--- config.mk ---
export PLATFORM = sky130hd
export DESIGN_NAME = c_number_literal_lexer
export DESIGN_NICKNAME = d
export VERILOG_FILES = /design/src/clnl_pkg.sv /design/src/clnl_in_reg.sv /design/src/clnl_step.sv /design/src/clnl_out_reg.sv /design/src/c_number_literal_lexer.sv
export VERILOG_INCLUDE_DIRS = /design/src /design/src/src
export SDC_FILE = /design/constraint.sdc
export NUM_CORES = 1
export LEC_CHECK = 0
export ABC_CLOCK_PERIOD_IN_PS = 4200
export BUFFER_PORTS_ARGS = -buffer_cell sky130_fd_sc_hd__buf_2
export CORE_UTILIZATION = 55
export DETAILED_ROUTE_END_ITERATION = 12
export HOLD_SLACK_MARGIN = 0.05
export PLACE_DENSITY = 0.75
export SLEW_MARGIN = 40
export SYNTH_ARGS = -nofsm -noshare
export SYNTH_HDL_FRONTEND = slang
export SYNTH_SLANG_ARGS = --single-unit
--- constraint.sdc ---
create_clock -name i_clk -period 4.2 [get_ports i_clk]
set_clock_uncertainty 0.15 [all_clocks]
set_input_delay 0.84 -clock i_clk [delete_from_list [all_inputs] [get_ports i_clk]]
set_output_delay 0.84 -clock i_clk [all_outputs]
set_load 0.005 [all_outputs]
--- src/c_number_literal_lexer_defines.svh ---
// Assertion helpers for the lexer
`ifndef C_NUMBER_LITERAL_LEXER_DEFINES_SVH
`define C_NUMBER_LITERAL_LEXER_DEFINES_SVH

// same-cycle implication
`define CLNL_ASSERT_NOW(label, clk, rst_n, ante, cons, msg) \
    label: assert property (@(posedge clk) disable iff (!rst_n) (ante) |-> (cons)) \
        else $error(msg);

// next-cycle implication
`define CLNL_ASSERT_NEXT(label, clk, rst_n, ante, cons, msg) \
    label: assert property (@(posedge clk) disable iff (!rst_n) (ante) |=> (cons)) \
        else $error(msg);

`endif

--- src/clnl_pkg.sv ---
package clnl_pkg;

    localparam int MAX_LEN = 255;
    localparam int CNT_W   = $clog2(MAX_LEN + 1);

    localparam logic [2:0] ST_OK     = 3'd0;
    localparam logic [2:0] ST_PREFIX = 3'd1;
    localparam logic [2:0] ST_PERIOD = 3'd2;
    localparam logic [2:0] ST_EMPTY  = 3'd3;
    localparam logic [2:0] ST_DIGIT  = 3'd4;
    localparam logic [2:0] ST_SUFFIX = 3'd5;

    localparam logic [1:0] BK_DEC = 2'd0;
    localparam logic [1:0] BK_HEX = 2'd1;
    localparam logic [1:0] BK_BIN = 2'd2;
    localparam logic [1:0] BK_OCT = 2'd3;

    localparam logic [7:0] CASE_BIT = 8'h20;
    localparam logic [7:0] CH_0     = 8'h30;
    localparam logic [7:0] CH_1     = 8'h31;
    localparam logic [7:0] CH_7     = 8'h37;
    localparam logic [7:0] CH_9     = 8'h39;
    localparam logic [7:0] CH_A     = 8'h61;
    localparam logic [7:0] CH_Z     = 8'h7A;
    localparam logic [7:0] CH_B     = 8'h62;
    localparam logic [7:0] CH_E     = 8'h65;
    localparam logic [7:0] CH_F     = 8'h66;
    localparam logic [7:0] CH_L     = 8'h6C;
    localparam logic [7:0] CH_U     = 8'h75;
    localparam logic [7:0] CH_X     = 8'h78;
    localparam logic [7:0] CH_DOT   = 8'h2E;
    localparam logic [7:0] CH_PLUS  = 8'h2B;
    localparam logic [7:0] CH_MINUS = 8'h2D;

    typedef enum logic [7:0] {
        PH_IDLE      = 8'b0000_0001,
        PH_INT       = 8'b0000_0010,
        PH_FRAC      = 8'b0000_0100,
        PH_EXP_START = 8'b0000_1000,
        PH_EXP       = 8'b0001_0000,
        PH_BASED     = 8'b0010_0000,
        PH_SUF_U     = 8'b0100_0000,
        PH_SUF_END   = 8'b1000_0000
    } t_phase;

    typedef logic [CNT_W-1:0] t_cnt;

    typedef struct packed {
        logic [7:0] ch;
        logic       start_req;
    } t_in_item;

    typedef struct packed {
        logic [2:0] status;
        logic [1:0] base;
        logic       is_float;
        logic       is_unsigned;
        logic       is_long;
        logic [7:0] int_digits;
        logic [7:0] frac_digits;
        logic       has_exponent;
        logic [7:0] exp_digits;
        logic [7:0] length;
        logic [7:0] error_offset;
    } t_out_item;

    typedef struct packed {
        logic      emit;
        t_out_item item;
    } t_step_res;

    function automatic t_cnt sat_inc(input t_cnt v);
        return (32'(v) < 32'(MAX_LEN)) ? t_cnt'(v + 1'b1) : t_cnt'(MAX_LEN);
    endfunction

    function automatic logic [7:0] clip8(input t_cnt v);
        return (32'(v) > 32'd255) ? 8'hFF : 8'(v);
    endfunction

endpackage

--- src/clnl_in_reg.sv ---
module clnl_in_reg (
    input  logic                i_clk,
    input  logic                i_rst_n,
    input  logic                i_in_valid,
    input  clnl_pkg::t_in_item  i_in_item,
    input  logic                i_pop,
    output logic                o_in_ready,
    output logic                o_valid,
    output clnl_pkg::t_in_item  o_item
);

    logic               r_valid;
    logic               n_valid;
    clnl_pkg::t_in_item r_item;
    logic               accept;

    assign o_in_ready = !r_valid || i_pop;
    assign accept     = i_in_valid && o_in_ready;
    assign n_valid    = (r_valid && !i_pop) || accept;

    always_ff @(posedge i_clk) begin
        if (!i_rst_n) begin
            r_valid <= 1'b0;
        end else begin
            r_valid <= n_valid;
        end
    end

    always_ff @(posedge i_clk) begin
        if (accept) begin
            r_item <= i_in_item;
        end
    end

    assign o_valid = r_valid;
    assign o_item  = r_item;

endmodule

--- src/clnl_step.sv ---
`include "c_number_literal_lexer_defines.svh"

module clnl_step (
    input  logic                i_clk,
    input  logic                i_rst_n,
    input  logic                i_fire,
    input  clnl_pkg::t_in_item  i_item,
    output clnl_pkg::t_step_res o_res
);

    clnl_pkg::t_phase r_phase, n_phase;
    clnl_pkg::t_cnt   r_int, n_int;
    clnl_pkg::t_cnt   r_frac, n_frac;
    clnl_pkg::t_cnt   r_exp, n_exp;
    clnl_pkg::t_cnt   r_char, n_char;
    clnl_pkg::t_cnt   r_err_pos, n_err_pos;
    logic             r_lead0, n_lead0;
    logic [1:0]       r_base, n_base;
    logic             r_float, n_float;
    logic             r_long, n_long;
    logic             r_uns, n_uns;
    logic             r_err_seen, n_err_seen;
    logic             r_exp_seen, n_exp_seen;

    logic [7:0]       c;
    logic [7:0]       lc;
    logic             is_dig;
    logic             is_let;
    logic             bad_bin;
    logic             bad_oct;
    logic             num_end;
    logic             emit;
    logic [2:0]       st;
    clnl_pkg::t_cnt   off;

    assign c       = i_item.ch;
    assign lc      = i_item.ch | clnl_pkg::CASE_BIT;
    assign is_dig  = (c >= clnl_pkg::CH_0) && (c <= clnl_pkg::CH_9);
    assign is_let  = (lc >= clnl_pkg::CH_A) && (lc <= clnl_pkg::CH_Z);
    assign bad_bin = !((c == clnl_pkg::CH_0) || (c == clnl_pkg::CH_1));
    assign bad_oct = !((c >= clnl_pkg::CH_0) && (c <= clnl_pkg::CH_7));

    always_comb begin
        n_phase    = r_phase;
        n_int      = r_int;
        n_frac     = r_frac;
        n_exp      = r_exp;
        n_char     = r_char;
        n_err_pos  = r_err_pos;
        n_lead0    = r_lead0;
        n_base     = r_base;
        n_float    = r_float;
        n_long     = r_long;
        n_uns      = r_uns;
        n_err_seen = r_err_seen;
        n_exp_seen = r_exp_seen;
        num_end    = 1'b0;
        emit       = 1'b0;
        st         = clnl_pkg::ST_OK;
        off        = '0;

        if (i_item.start_req) begin
            n_int      = '0;
            n_frac     = '0;
            n_exp      = '0;
            n_char     = '0;
            n_err_pos  = '0;
            n_lead0    = 1'b0;
            n_base     = clnl_pkg::BK_DEC;
            n_float    = 1'b0;
            n_long     = 1'b0;
            n_uns      = 1'b0;
            n_err_seen = 1'b0;
            n_exp_seen = 1'b0;
            if (is_dig) begin
                n_phase = clnl_pkg::PH_INT;
                n_int   = clnl_pkg::t_cnt'(1);
                n_lead0 = (c == clnl_pkg::CH_0);
                n_char  = clnl_pkg::t_cnt'(1);
            end else if (c == clnl_pkg::CH_DOT) begin
                n_phase = clnl_pkg::PH_FRAC;
                n_char  = clnl_pkg::t_cnt'(1);
            end else begin
                emit = 1'b1;
                st   = clnl_pkg::ST_PREFIX;
            end
        end else begin
            case (r_phase)
                clnl_pkg::PH_INT: begin
                    if (is_dig) begin
                        if ((r_int == clnl_pkg::t_cnt'(1)) && r_lead0) begin
                            n_base  = clnl_pkg::BK_OCT;
                            n_phase = clnl_pkg::PH_BASED;
                            if (bad_oct && !r_err_seen) begin
                                n_err_seen = 1'b1;
                                n_err_pos  = r_char;
                            end
                            n_frac = clnl_pkg::sat_inc(r_frac);
                        end else begin
                            n_int = clnl_pkg::sat_inc(r_int);
                        end
                    end else if (lc == clnl_pkg::CH_E) begin
                        n_exp_seen = 1'b1;
                        n_phase    = clnl_pkg::PH_EXP_START;
                    end else if (lc == clnl_pkg::CH_X) begin
                        n_base  = clnl_pkg::BK_HEX;
                        n_phase = clnl_pkg::PH_BASED;
                    end else if (lc == clnl_pkg::CH_B) begin
                        n_base  = clnl_pkg::BK_BIN;
                        n_phase = clnl_pkg::PH_BASED;
                    end else if (c == clnl_pkg::CH_DOT) begin
                        n_phase = clnl_pkg::PH_FRAC;
                    end else begin
                        num_end = 1'b1;
                    end
                end
                clnl_pkg::PH_FRAC: begin
                    if (is_dig) begin
                        n_frac = clnl_pkg::sat_inc(r_frac);
                    end else if (lc == clnl_pkg::CH_E) begin
                        n_exp_seen = 1'b1;
                        n_phase    = clnl_pkg::PH_EXP_START;
                    end else if (c == clnl_pkg::CH_DOT) begin
                        emit = 1'b1;
                        st   = clnl_pkg::ST_PERIOD;
                        off  = r_char;
                    end else begin
                        num_end = 1'b1;
                    end
                end
                clnl_pkg::PH_EXP_START, clnl_pkg::PH_EXP: begin
                    if (is_dig) begin
                        n_exp   = clnl_pkg::sat_inc(r_exp);
                        n_phase = clnl_pkg::PH_EXP;
                    end else if ((r_phase == clnl_pkg::PH_EXP_START) &&
                                 ((c == clnl_pkg::CH_PLUS) || (c == clnl_pkg::CH_MINUS))) begin
                        n_phase = clnl_pkg::PH_EXP;
                    end else begin
                        num_end = 1'b1;
                    end
                end
                clnl_pkg::PH_BASED: begin
                    if (is_dig || is_let) begin
                        if (!r_err_seen &&
                            (((r_base == clnl_pkg::BK_BIN) && bad_bin) ||
                             ((r_base == clnl_pkg::BK_OCT) && bad_oct))) begin
                            n_err_seen = 1'b1;
                            n_err_pos  = r_char;
                        end
                        n_frac = clnl_pkg::sat_inc(r_frac);
                    end else begin
                        emit = 1'b1;
                        if ((r_int != clnl_pkg::t_cnt'(1)) || ((r_frac != '0) && !r_lead0)) begin
                            st  = clnl_pkg::ST_PREFIX;
                            off = r_int;
                        end else if (r_frac == '0) begin
                            st = clnl_pkg::ST_EMPTY;
                        end else if (r_err_seen) begin
                            st  = clnl_pkg::ST_DIGIT;
                            off = r_err_pos;
                        end
                    end
                end
                clnl_pkg::PH_SUF_U: begin
                    if (lc == clnl_pkg::CH_L) begin
                        n_long  = 1'b1;
                        n_phase = clnl_pkg::PH_SUF_END;
                    end else begin
                        emit = 1'b1;
                        if (is_let) begin
                            st  = clnl_pkg::ST_SUFFIX;
                            off = r_char;
                        end
                    end
                end
                clnl_pkg::PH_SUF_END: begin
                    emit = 1'b1;
                    if (is_let) begin
                        st  = clnl_pkg::ST_SUFFIX;
                        off = r_char;
                    end
                end
                default: begin
                end
            endcase

            if (num_end) begin
                if (!is_let) begin
                    emit = 1'b1;
                end else if (lc == clnl_pkg::CH_F) begin
                    n_float = 1'b1;
                    n_phase = clnl_pkg::PH_SUF_END;
                end else if (lc == clnl_pkg::CH_L) begin
                    n_long  = 1'b1;
                    n_phase = clnl_pkg::PH_SUF_END;
                end else if (lc == clnl_pkg::CH_U) begin
                    n_uns   = 1'b1;
                    n_phase = clnl_pkg::PH_SUF_U;
                end else begin
                    emit = 1'b1;
                    st   = clnl_pkg::ST_SUFFIX;
                    off  = r_char;
                end
            end

            if (!emit && (r_phase != clnl_pkg::PH_IDLE)) begin
                n_char = clnl_pkg::sat_inc(r_char);
            end
        end

        if (emit) begin
            n_phase = clnl_pkg::PH_IDLE;
        end
    end

    always_comb begin
        o_res.emit              = emit;
        o_res.item.status       = st;
        o_res.item.base         = n_base;
        o_res.item.is_float     = n_float;
        o_res.item.is_unsigned  = n_uns;
        o_res.item.is_long      = n_long;
        o_res.item.int_digits   = clnl_pkg::clip8(n_int);
        o_res.item.frac_digits  = clnl_pkg::clip8(n_frac);
        o_res.item.has_exponent = n_exp_seen;
        o_res.item.exp_digits   = clnl_pkg::clip8(n_exp);
        o_res.item.length       = clnl_pkg::clip8(n_char);
        o_res.item.error_offset = (st == clnl_pkg::ST_OK) ? 8'd0 : clnl_pkg::clip8(off);
    end

    always_ff @(posedge i_clk) begin
        if (!i_rst_n) begin
            r_phase    <= clnl_pkg::PH_IDLE;
            r_int      <= '0;
            r_frac     <= '0;
            r_exp      <= '0;
            r_char     <= '0;
            r_err_pos  <= '0;
            r_lead0    <= 1'b0;
            r_base     <= clnl_pkg::BK_DEC;
            r_float    <= 1'b0;
            r_long     <= 1'b0;
            r_uns      <= 1'b0;
            r_err_seen <= 1'b0;
            r_exp_seen <= 1'b0;
        end else if (i_fire) begin
            r_phase    <= n_phase;
            r_int      <= n_int;
            r_frac     <= n_frac;
            r_exp      <= n_exp;
            r_char     <= n_char;
            r_err_pos  <= n_err_pos;
            r_lead0    <= n_lead0;
            r_base     <= n_base;
            r_float    <= n_float;
            r_long     <= n_long;
            r_uns      <= n_uns;
            r_err_seen <= n_err_seen;
            r_exp_seen <= n_exp_seen;
        end
    end

    `CLNL_ASSERT_NEXT(a_emit_closes, i_clk, i_rst_n, i_fire && emit,
        r_phase == clnl_pkg::PH_IDLE, "phase not idle after a result")
    `CLNL_ASSERT_NEXT(a_hold_when_idle, i_clk, i_rst_n, !i_fire,
        $stable(r_phase) && $stable(r_char), "state moved without an item")
    `CLNL_ASSERT_NOW(a_base_err_only_based, i_clk, i_rst_n,
        r_err_seen, r_base == clnl_pkg::BK_BIN || r_base == clnl_pkg::BK_OCT,
        "digit error recorded outside binary or octal")

endmodule

--- src/clnl_out_reg.sv ---
module clnl_out_reg (
    input  logic                i_clk,
    input  logic                i_rst_n,
    input  logic                i_fire,
    input  clnl_pkg::t_step_res i_res,
    input  logic                i_out_ready,
    output logic                o_out_valid,
    output clnl_pkg::t_out_item o_out_item,
    output logic                o_free
);

    logic                r_valid;
    logic                n_valid;
    clnl_pkg::t_out_item r_item;
    logic                load;

    assign o_free  = !r_valid || i_out_ready;
    assign load    = i_fire && i_res.emit;
    assign n_valid = (r_valid && !i_out_ready) || load;

    always_ff @(posedge i_clk) begin
        if (!i_rst_n) begin
            r_valid <= 1'b0;
        end else begin
            r_valid <= n_valid;
        end
    end

    always_ff @(posedge i_clk) begin
        if (load) begin
            r_item <= i_res.item;
        end
    end

    assign o_out_valid = r_valid;
    assign o_out_item  = r_item;

endmodule

--- src/c_number_literal_lexer.sv ---
// C numeric literal lexer.
// Input channel: i_in_valid / o_in_ready carry one character item (ch, start_req).
// start_req marks the first character of a literal; ch 0 is a plain terminator.
// Output channel: o_out_valid / i_out_ready carry one result item, produced
// when a character cannot continue the literal (or at once on a bad start).
// The terminating character itself is consumed and not reused.
// Flow: an accepted item sits in the input register; once the result
// register is free, the step logic updates the lexer state and loads the
// result register, which drives o_out_valid.
// Throughput: one character per cycle while the result register is free; the
// combinational state transition between the two registers sets this figure.
// Stall: while a result waits, the next character is still taken into the
// input register; it is processed once the result register frees up, and
// o_in_ready drops only when both stages are full.
// Reset (i_rst_n low, synchronous): both registers empty, no literal open.
module c_number_literal_lexer (
    input  logic                i_clk,
    input  logic                i_rst_n,
    input  logic                i_in_valid,
    output logic                o_in_ready,
    input  clnl_pkg::t_in_item  i_in_item,
    output logic                o_out_valid,
    input  logic                i_out_ready,
    output clnl_pkg::t_out_item o_out_item
);

    logic                in_valid;
    clnl_pkg::t_in_item  in_item;
    logic                out_free;
    logic                fire;
    clnl_pkg::t_step_res res;

    assign fire = in_valid && out_free;

    clnl_in_reg u_in_reg (
        .i_clk      (i_clk),
        .i_rst_n    (i_rst_n),
        .i_in_valid (i_in_valid),
        .i_in_item  (i_in_item),
        .i_pop      (fire),
        .o_in_ready (o_in_ready),
        .o_valid    (in_valid),
        .o_item     (in_item)
    );

    clnl_step u_step (
        .i_clk   (i_clk),
        .i_rst_n (i_rst_n),
        .i_fire  (fire),
        .i_item  (in_item),
        .o_res   (res)
    );

    clnl_out_reg u_out_reg (
        .i_clk       (i_clk),
        .i_rst_n     (i_rst_n),
        .i_fire      (fire),
        .i_res       (res),
        .i_out_ready (i_out_ready),
        .o_out_valid (o_out_valid),
        .o_out_item  (o_out_item),
        .o_free      (out_free)
    );

endmodule
Yosys cells after proc, flatten, opt, wreduce, memory -nomap -nowiden:

Index checks and enable logic that the tools add are counted.

* flip-flop bits (word level): 116
* output and inout bits: 51

* $add $sub $neg: 4
* magnitude comparators: 9
* equality and inequality tests: 28
* muxes and demuxes: 143
* reductions and logical operators: 43

Operators by type and width (number)
* $mux 8: 58
* $pmux 8 s4: 2
* $mux 1: 54
* $eq 8x6->1 const B: 6
* $mux 3: 15
* $eq 7x6->1 const B: 6
* $add 8x1->8 const B: 4
* $lt 8x8->1 const B: 4
* $pmux 8 s3: 1
* $le 8x6->1 const B: 2
* $logic_and 1x1->1: 16
* $mux 2: 8
* $ne 8x1->1 const B: 2
* $pmux 8 s2: 1
* $ne 3x2->1 const B: 5
* $pmux 3 s4: 1
* $logic_not 1->1: 9
* $logic_or 1x1->1: 9
* $eq 8x1->1 const B: 1
* $eq 8x2->1 const B: 1
* $eq 8x3->1 const B: 1
* $eq 8x4->1 const B: 1
* $eq 8x5->1 const B: 1
* $eq 8x7->1 const B: 1
* 15 further kinds: 18

Logic depth before layout (Yosys ltp):

* depth after elaboration: 15
* gate-level depth with buffers: 11

Modules after synthesis:

From an unflattened synthesis, not the netlist that was laid out.

* cells, all modules: 651
* area, all modules: 6165.9 µm²

Modules (own cells, without submodules)
* clnl_step: instances 1, cells each 582, area each 4307.9 µm², seq. area each 1121.1 µm²
* clnl_out_reg: instances 1, cells each 54, area each 1524.0 µm², seq. area each 1491.4 µm²
* clnl_in_reg: instances 1, cells each 14, area each 327.8 µm², seq. area each 290.3 µm²
* c_number_literal_lexer: instances 1, cells each 1, area each 6.3 µm², seq. area each 0.0 µm²

Worst setup path after synthesis:

OpenSTA, ideal clock, no wires.

* kind: register -> register
* start point: register u_in_reg.r_item, in the netlist u_in_reg.o_item[5]
* end point: register u_out_reg.r_item, in the netlist u_out_reg.o_out_item[0] (enable)
* library setup time: 0.403 ns
* data arrival time: 2.712 ns
* slack: 0.935 ns
* cell stages (with the launch flop): 8
* path buffers: 1
* cell sequence: edfxtp_1 > clkbuf_1 > and3b_1 > o211ai_1 > nand3_1 > o21ai_2 > o311ai_1 > inv_1

* word-level cells in the longest chain between the ends: 13

Ends and longest elaborated chain
* from (decl): line clnl_in_reg.sv:14 `clnl_pkg::t_in_item r_item;`
* from (signal assigned): line clnl_in_reg.sv:31 `r_item <= i_in_item;`
* $ge 8x6->1, or another cell as far along: line clnl_step.sv:38 `assign is_dig = (c >= clnl_pkg::CH_0) && (c <= clnl_pkg::CH_9);`
* $logic_and 1x1->1, or another cell as far along: line clnl_step.sv:38
* $logic_or 1x1->1 or $mux 1 (tied branches): line clnl_step.sv:143, clnl_step.sv:120
* $mux 1 (on tied branches): line clnl_step.sv:143, clnl_step.sv:118
* $pmux 1 s4: line clnl_step.sv:88 `case (r_phase)`
* $mux 1: line clnl_step.sv:196 `end else if (lc == clnl_pkg::CH_U) begin`
* $mux 1: line clnl_step.sv:193 `end else if (lc == clnl_pkg::CH_L) begin`
* $mux 1: line clnl_step.sv:190 `end else if (lc == clnl_pkg::CH_F) begin`
* $mux 1: line clnl_step.sv:188 `if (!is_let) begin`
* $mux 1: line clnl_step.sv:187 `if (num_end) begin`
* $mux 1: line clnl_step.sv:62 `if (i_item.start_req) begin`
* $mux 1 *: line clnl_step.sv:62
* $logic_and 1x1->1 *: line clnl_out_reg.sv:18 `assign load = i_fire && i_res.emit;`
* via u_out_reg.load: line clnl_out_reg.sv:15 `logic load;`
* to (signal assigned): line clnl_out_reg.sv:31 `r_item <= i_res.item;`
* to (decl): line clnl_out_reg.sv:14 `clnl_pkg::t_out_item r_item;`

The timed path passes the listed nets; every way through them passes the cells marked *. The select of a mux whose other input is x is not followed.
A chain may end at the register's enable or synchronous reset.

==> impl_metrics.yaml <==
global_routing:
  antenna_found_initial: 0
  grt_max_degree: 38
  use_met2_pct: 48.8
  gr-total-overflow: 0
  grt_pass1_wl_um: 27100
  busiest_layer: "met2"
  grt_use_met1_pct: 38.7
  grt_use_met3_pct: 8.67
  grt_pass1_vias: 5294
  gr-usage-all-layers_pct: 30.5
placement:
  port_buffers: 63
  gp_congestion: 0.966
  placedCellCount: 851
  dp.final_hpwl_um: 11800
  pre_cts_ws_ns: 0.931
  placed_cell_area_um2: 6690
yosys:
  yosys-top-cells-area: "edfxtp_1 28%, dfxtp_1 18%, nand2_1 4.1%"
  synth_common_cells: "68 x nand2_1, 58 x dfxtp_1, 58 x edfxtp_1, 58 x nor2_1"
  ys.flop_type: "edfxtp_1"
  synth.yosys.seq_area_share_pct: 46.1
  syn_avg_cell_area_um2: 9.29
  ys_ff_latch: 116
  synth_cell_types: 81
  yosysMostFrequentCell: "nand2_1"
  yosys.area.top_type: "edfxtp_1"
  netlist_area_um2: 6300
  synth_edf_count: 58
  ys_warn_count: 0
  syn_inst: 678
  yosysTopAreaCellShare_pct: 27.6
  syn_nets: 697
  ys_async_sr_fraction_pct: 0
timing:
  report.final.slew_viol_count: 0
  tightest_slew_ns: 0.851
  finalCritPeriodShare_pct: 79.5
  setup_violations: 0
  fin_tns_setup_ns: 0
  layout_min_cycle_time_ns: 3.34
  relSlewSlack_pct: 42.8
  worst_hold_slack_ns: 0.317
  rsz0062_at_grt: "no"
  setup_ws_ns: 0.862
  hold_violations: 0
  max_freq_mhz: 300
cts:
  path_clk_slew_ns: 0.05
  cts_tree: "done"
  clk_latency_ns: 0.42
  cts_buffer_depth: 2
  numCtsBuffers: 17
  cts.sinks: 116
  cts_setup_buffers: 0
  cts_hold_buf: 0
  htree_num_levels: 4
  cts_root_buffer: "clkbuf_16"
  post_cts_resized: 0
layout:
  final_cells: 884
  drive_gt1_share_pct: 17.2
  post-route-cell-area_um2: 7320
  fin_util_pct: 66.6
  area_growth_syn_to_layout_pct: 16.1
  n_antenna_cell: 0
  fin_nets: 750
  fill_cells: 863
drt:
  drc: 0
  first_iter_violations: 662
  routedWlPerCell_um: 19.3
  drt_pass1_iterations: 6
  wirelength_um: 17000
  vias: 5769
  routed_via_density: 6.53
  detail-route-antenna-nets: 0
power:
  p_leak_nw: 2.66
  p_total_mw: 2.90
  p_per_area_nw_per_um2: 397
  irDropWorstVdd_mv: 0.553
floorplan:
  coreArea_um2: 11000
  ios: 64
  die_x_um: 109
  rows: 38
  die_area_um2: 11900
  start_util_pct: 57.4
  chipHeight_um: 109
setup_path:
  worstPathMaxFanout: 22
  critPathRequiredTime_ns: 4.19
  critical_path_arrival_ns: 3.33
  end_kind: "flip-flop"
  crit_type: "flip-flop to flip-flop"
  start_kind: "flip-flop"
hold_path:
  min_path_type: "flip-flop to flip-flop"
run:
  cap_viol_max_count: 0
status:
  outcome: "complete, no violations"
power by group:
| part | leakage [nW] | total (mW) | internal [mW] | switching, mW |
|---|---|---|---|---|
| Combinational | 1.31 | 0.125 | 0.0416 | 0.0837 |
| Sequential | 1.05 | 1.22 | 1.20 | 0.0191 |
| Clock | 0.304 | 1.55 | 1.04 | 0.512 |
| Total | 2.66 | 2.90 | 2.29 | 0.614 |
critical path: stages, from the launching register on:
cell and delay (ns):
edfxtp_1 0.59, and2_1 0.26, a221o_1 0.46, nand3_1 0.30, nand3_2 0.19, nor3_4 0.62, nor4b_1 0.37, nor3_1 0.09
placed cells by master, fill, tap and decap left out, types with 12 or more instances in the layout:
cell type,synthesis,routed
a21boi_0,15,15
a31oi_1,13,13
nor2_1,58,58
inv_1,14,13
a21oi_1,39,39
nand3_1,39,39
nor3_1,25,25
nand4_1,15,15
buf_2,15,63
nand2_1,68,68
o21ai_0,36,36
edfxtp_1,58,58
buf_4,0,14
and3_1,19,19
dfxtp_1,58,58
and2_1,12,12
clkbuf_16,0,17
cell families after synthesis:
kind of cell,Yosys count,synth area share (%)
simple gates,305,26.5
compound gates,179,19.9
flops,116,46.1
buf+inv,57,4.05
mux,10,1.59
fa+ha+maj,6,1.19
xor+xnor,5,0.695
final timing paths:
path | depth (start not counted) | to | slack [ns] | from
setup / recovery | 7 | u_out_reg.o_out_item[15] | 0.86 | u_in_reg.o_item[5]
setup reg to reg | 7 | u_out_reg.o_out_item[15] | 0.86 | u_in_reg.o_item[5]
hold / removal | 2 | u_step.r_err_pos[2] | 0.32 | u_step.r_err_pos[2]
hold reg to reg | 2 | u_step.r_err_pos[2] | 0.32 | u_step.r_err_pos[2]
metal layers:
metal,part of all wire (%),vias up
met4,2.5,0
met5,0,-
met2,47,317
li1,-,2685
met3,8.8,45
met1,42,2722
area by class of cell:
cell class / instances / area (um^2) / area share [%]
well taps: 140 / 175 / 2.39
multi-input cells: 505 / 3140 / 43.0
flip-flops and latches: 116 / 2900 / 39.7
clock inverters: 12 / 185 / 2.53
clock buffers: 20 / 437 / 5.97
repair buffers: 77 / 420 / 5.75
inverters: 14 / 52.6 / 0.718
flip-flops by register name, indices dropped and copies added (netlist names), 2 cells and up:
register / cells
u_step.r_err_pos: 8
u_step.r_frac: 8
u_in_reg.o_item: 9
u_step.r_base: 2
u_step.r_int: 8
u_step.r_char: 8
u_step.r_phase: 8
u_out_reg.o_out_item: 49
u_step.r_exp: 8
Power figures use the tool's default switching activity.
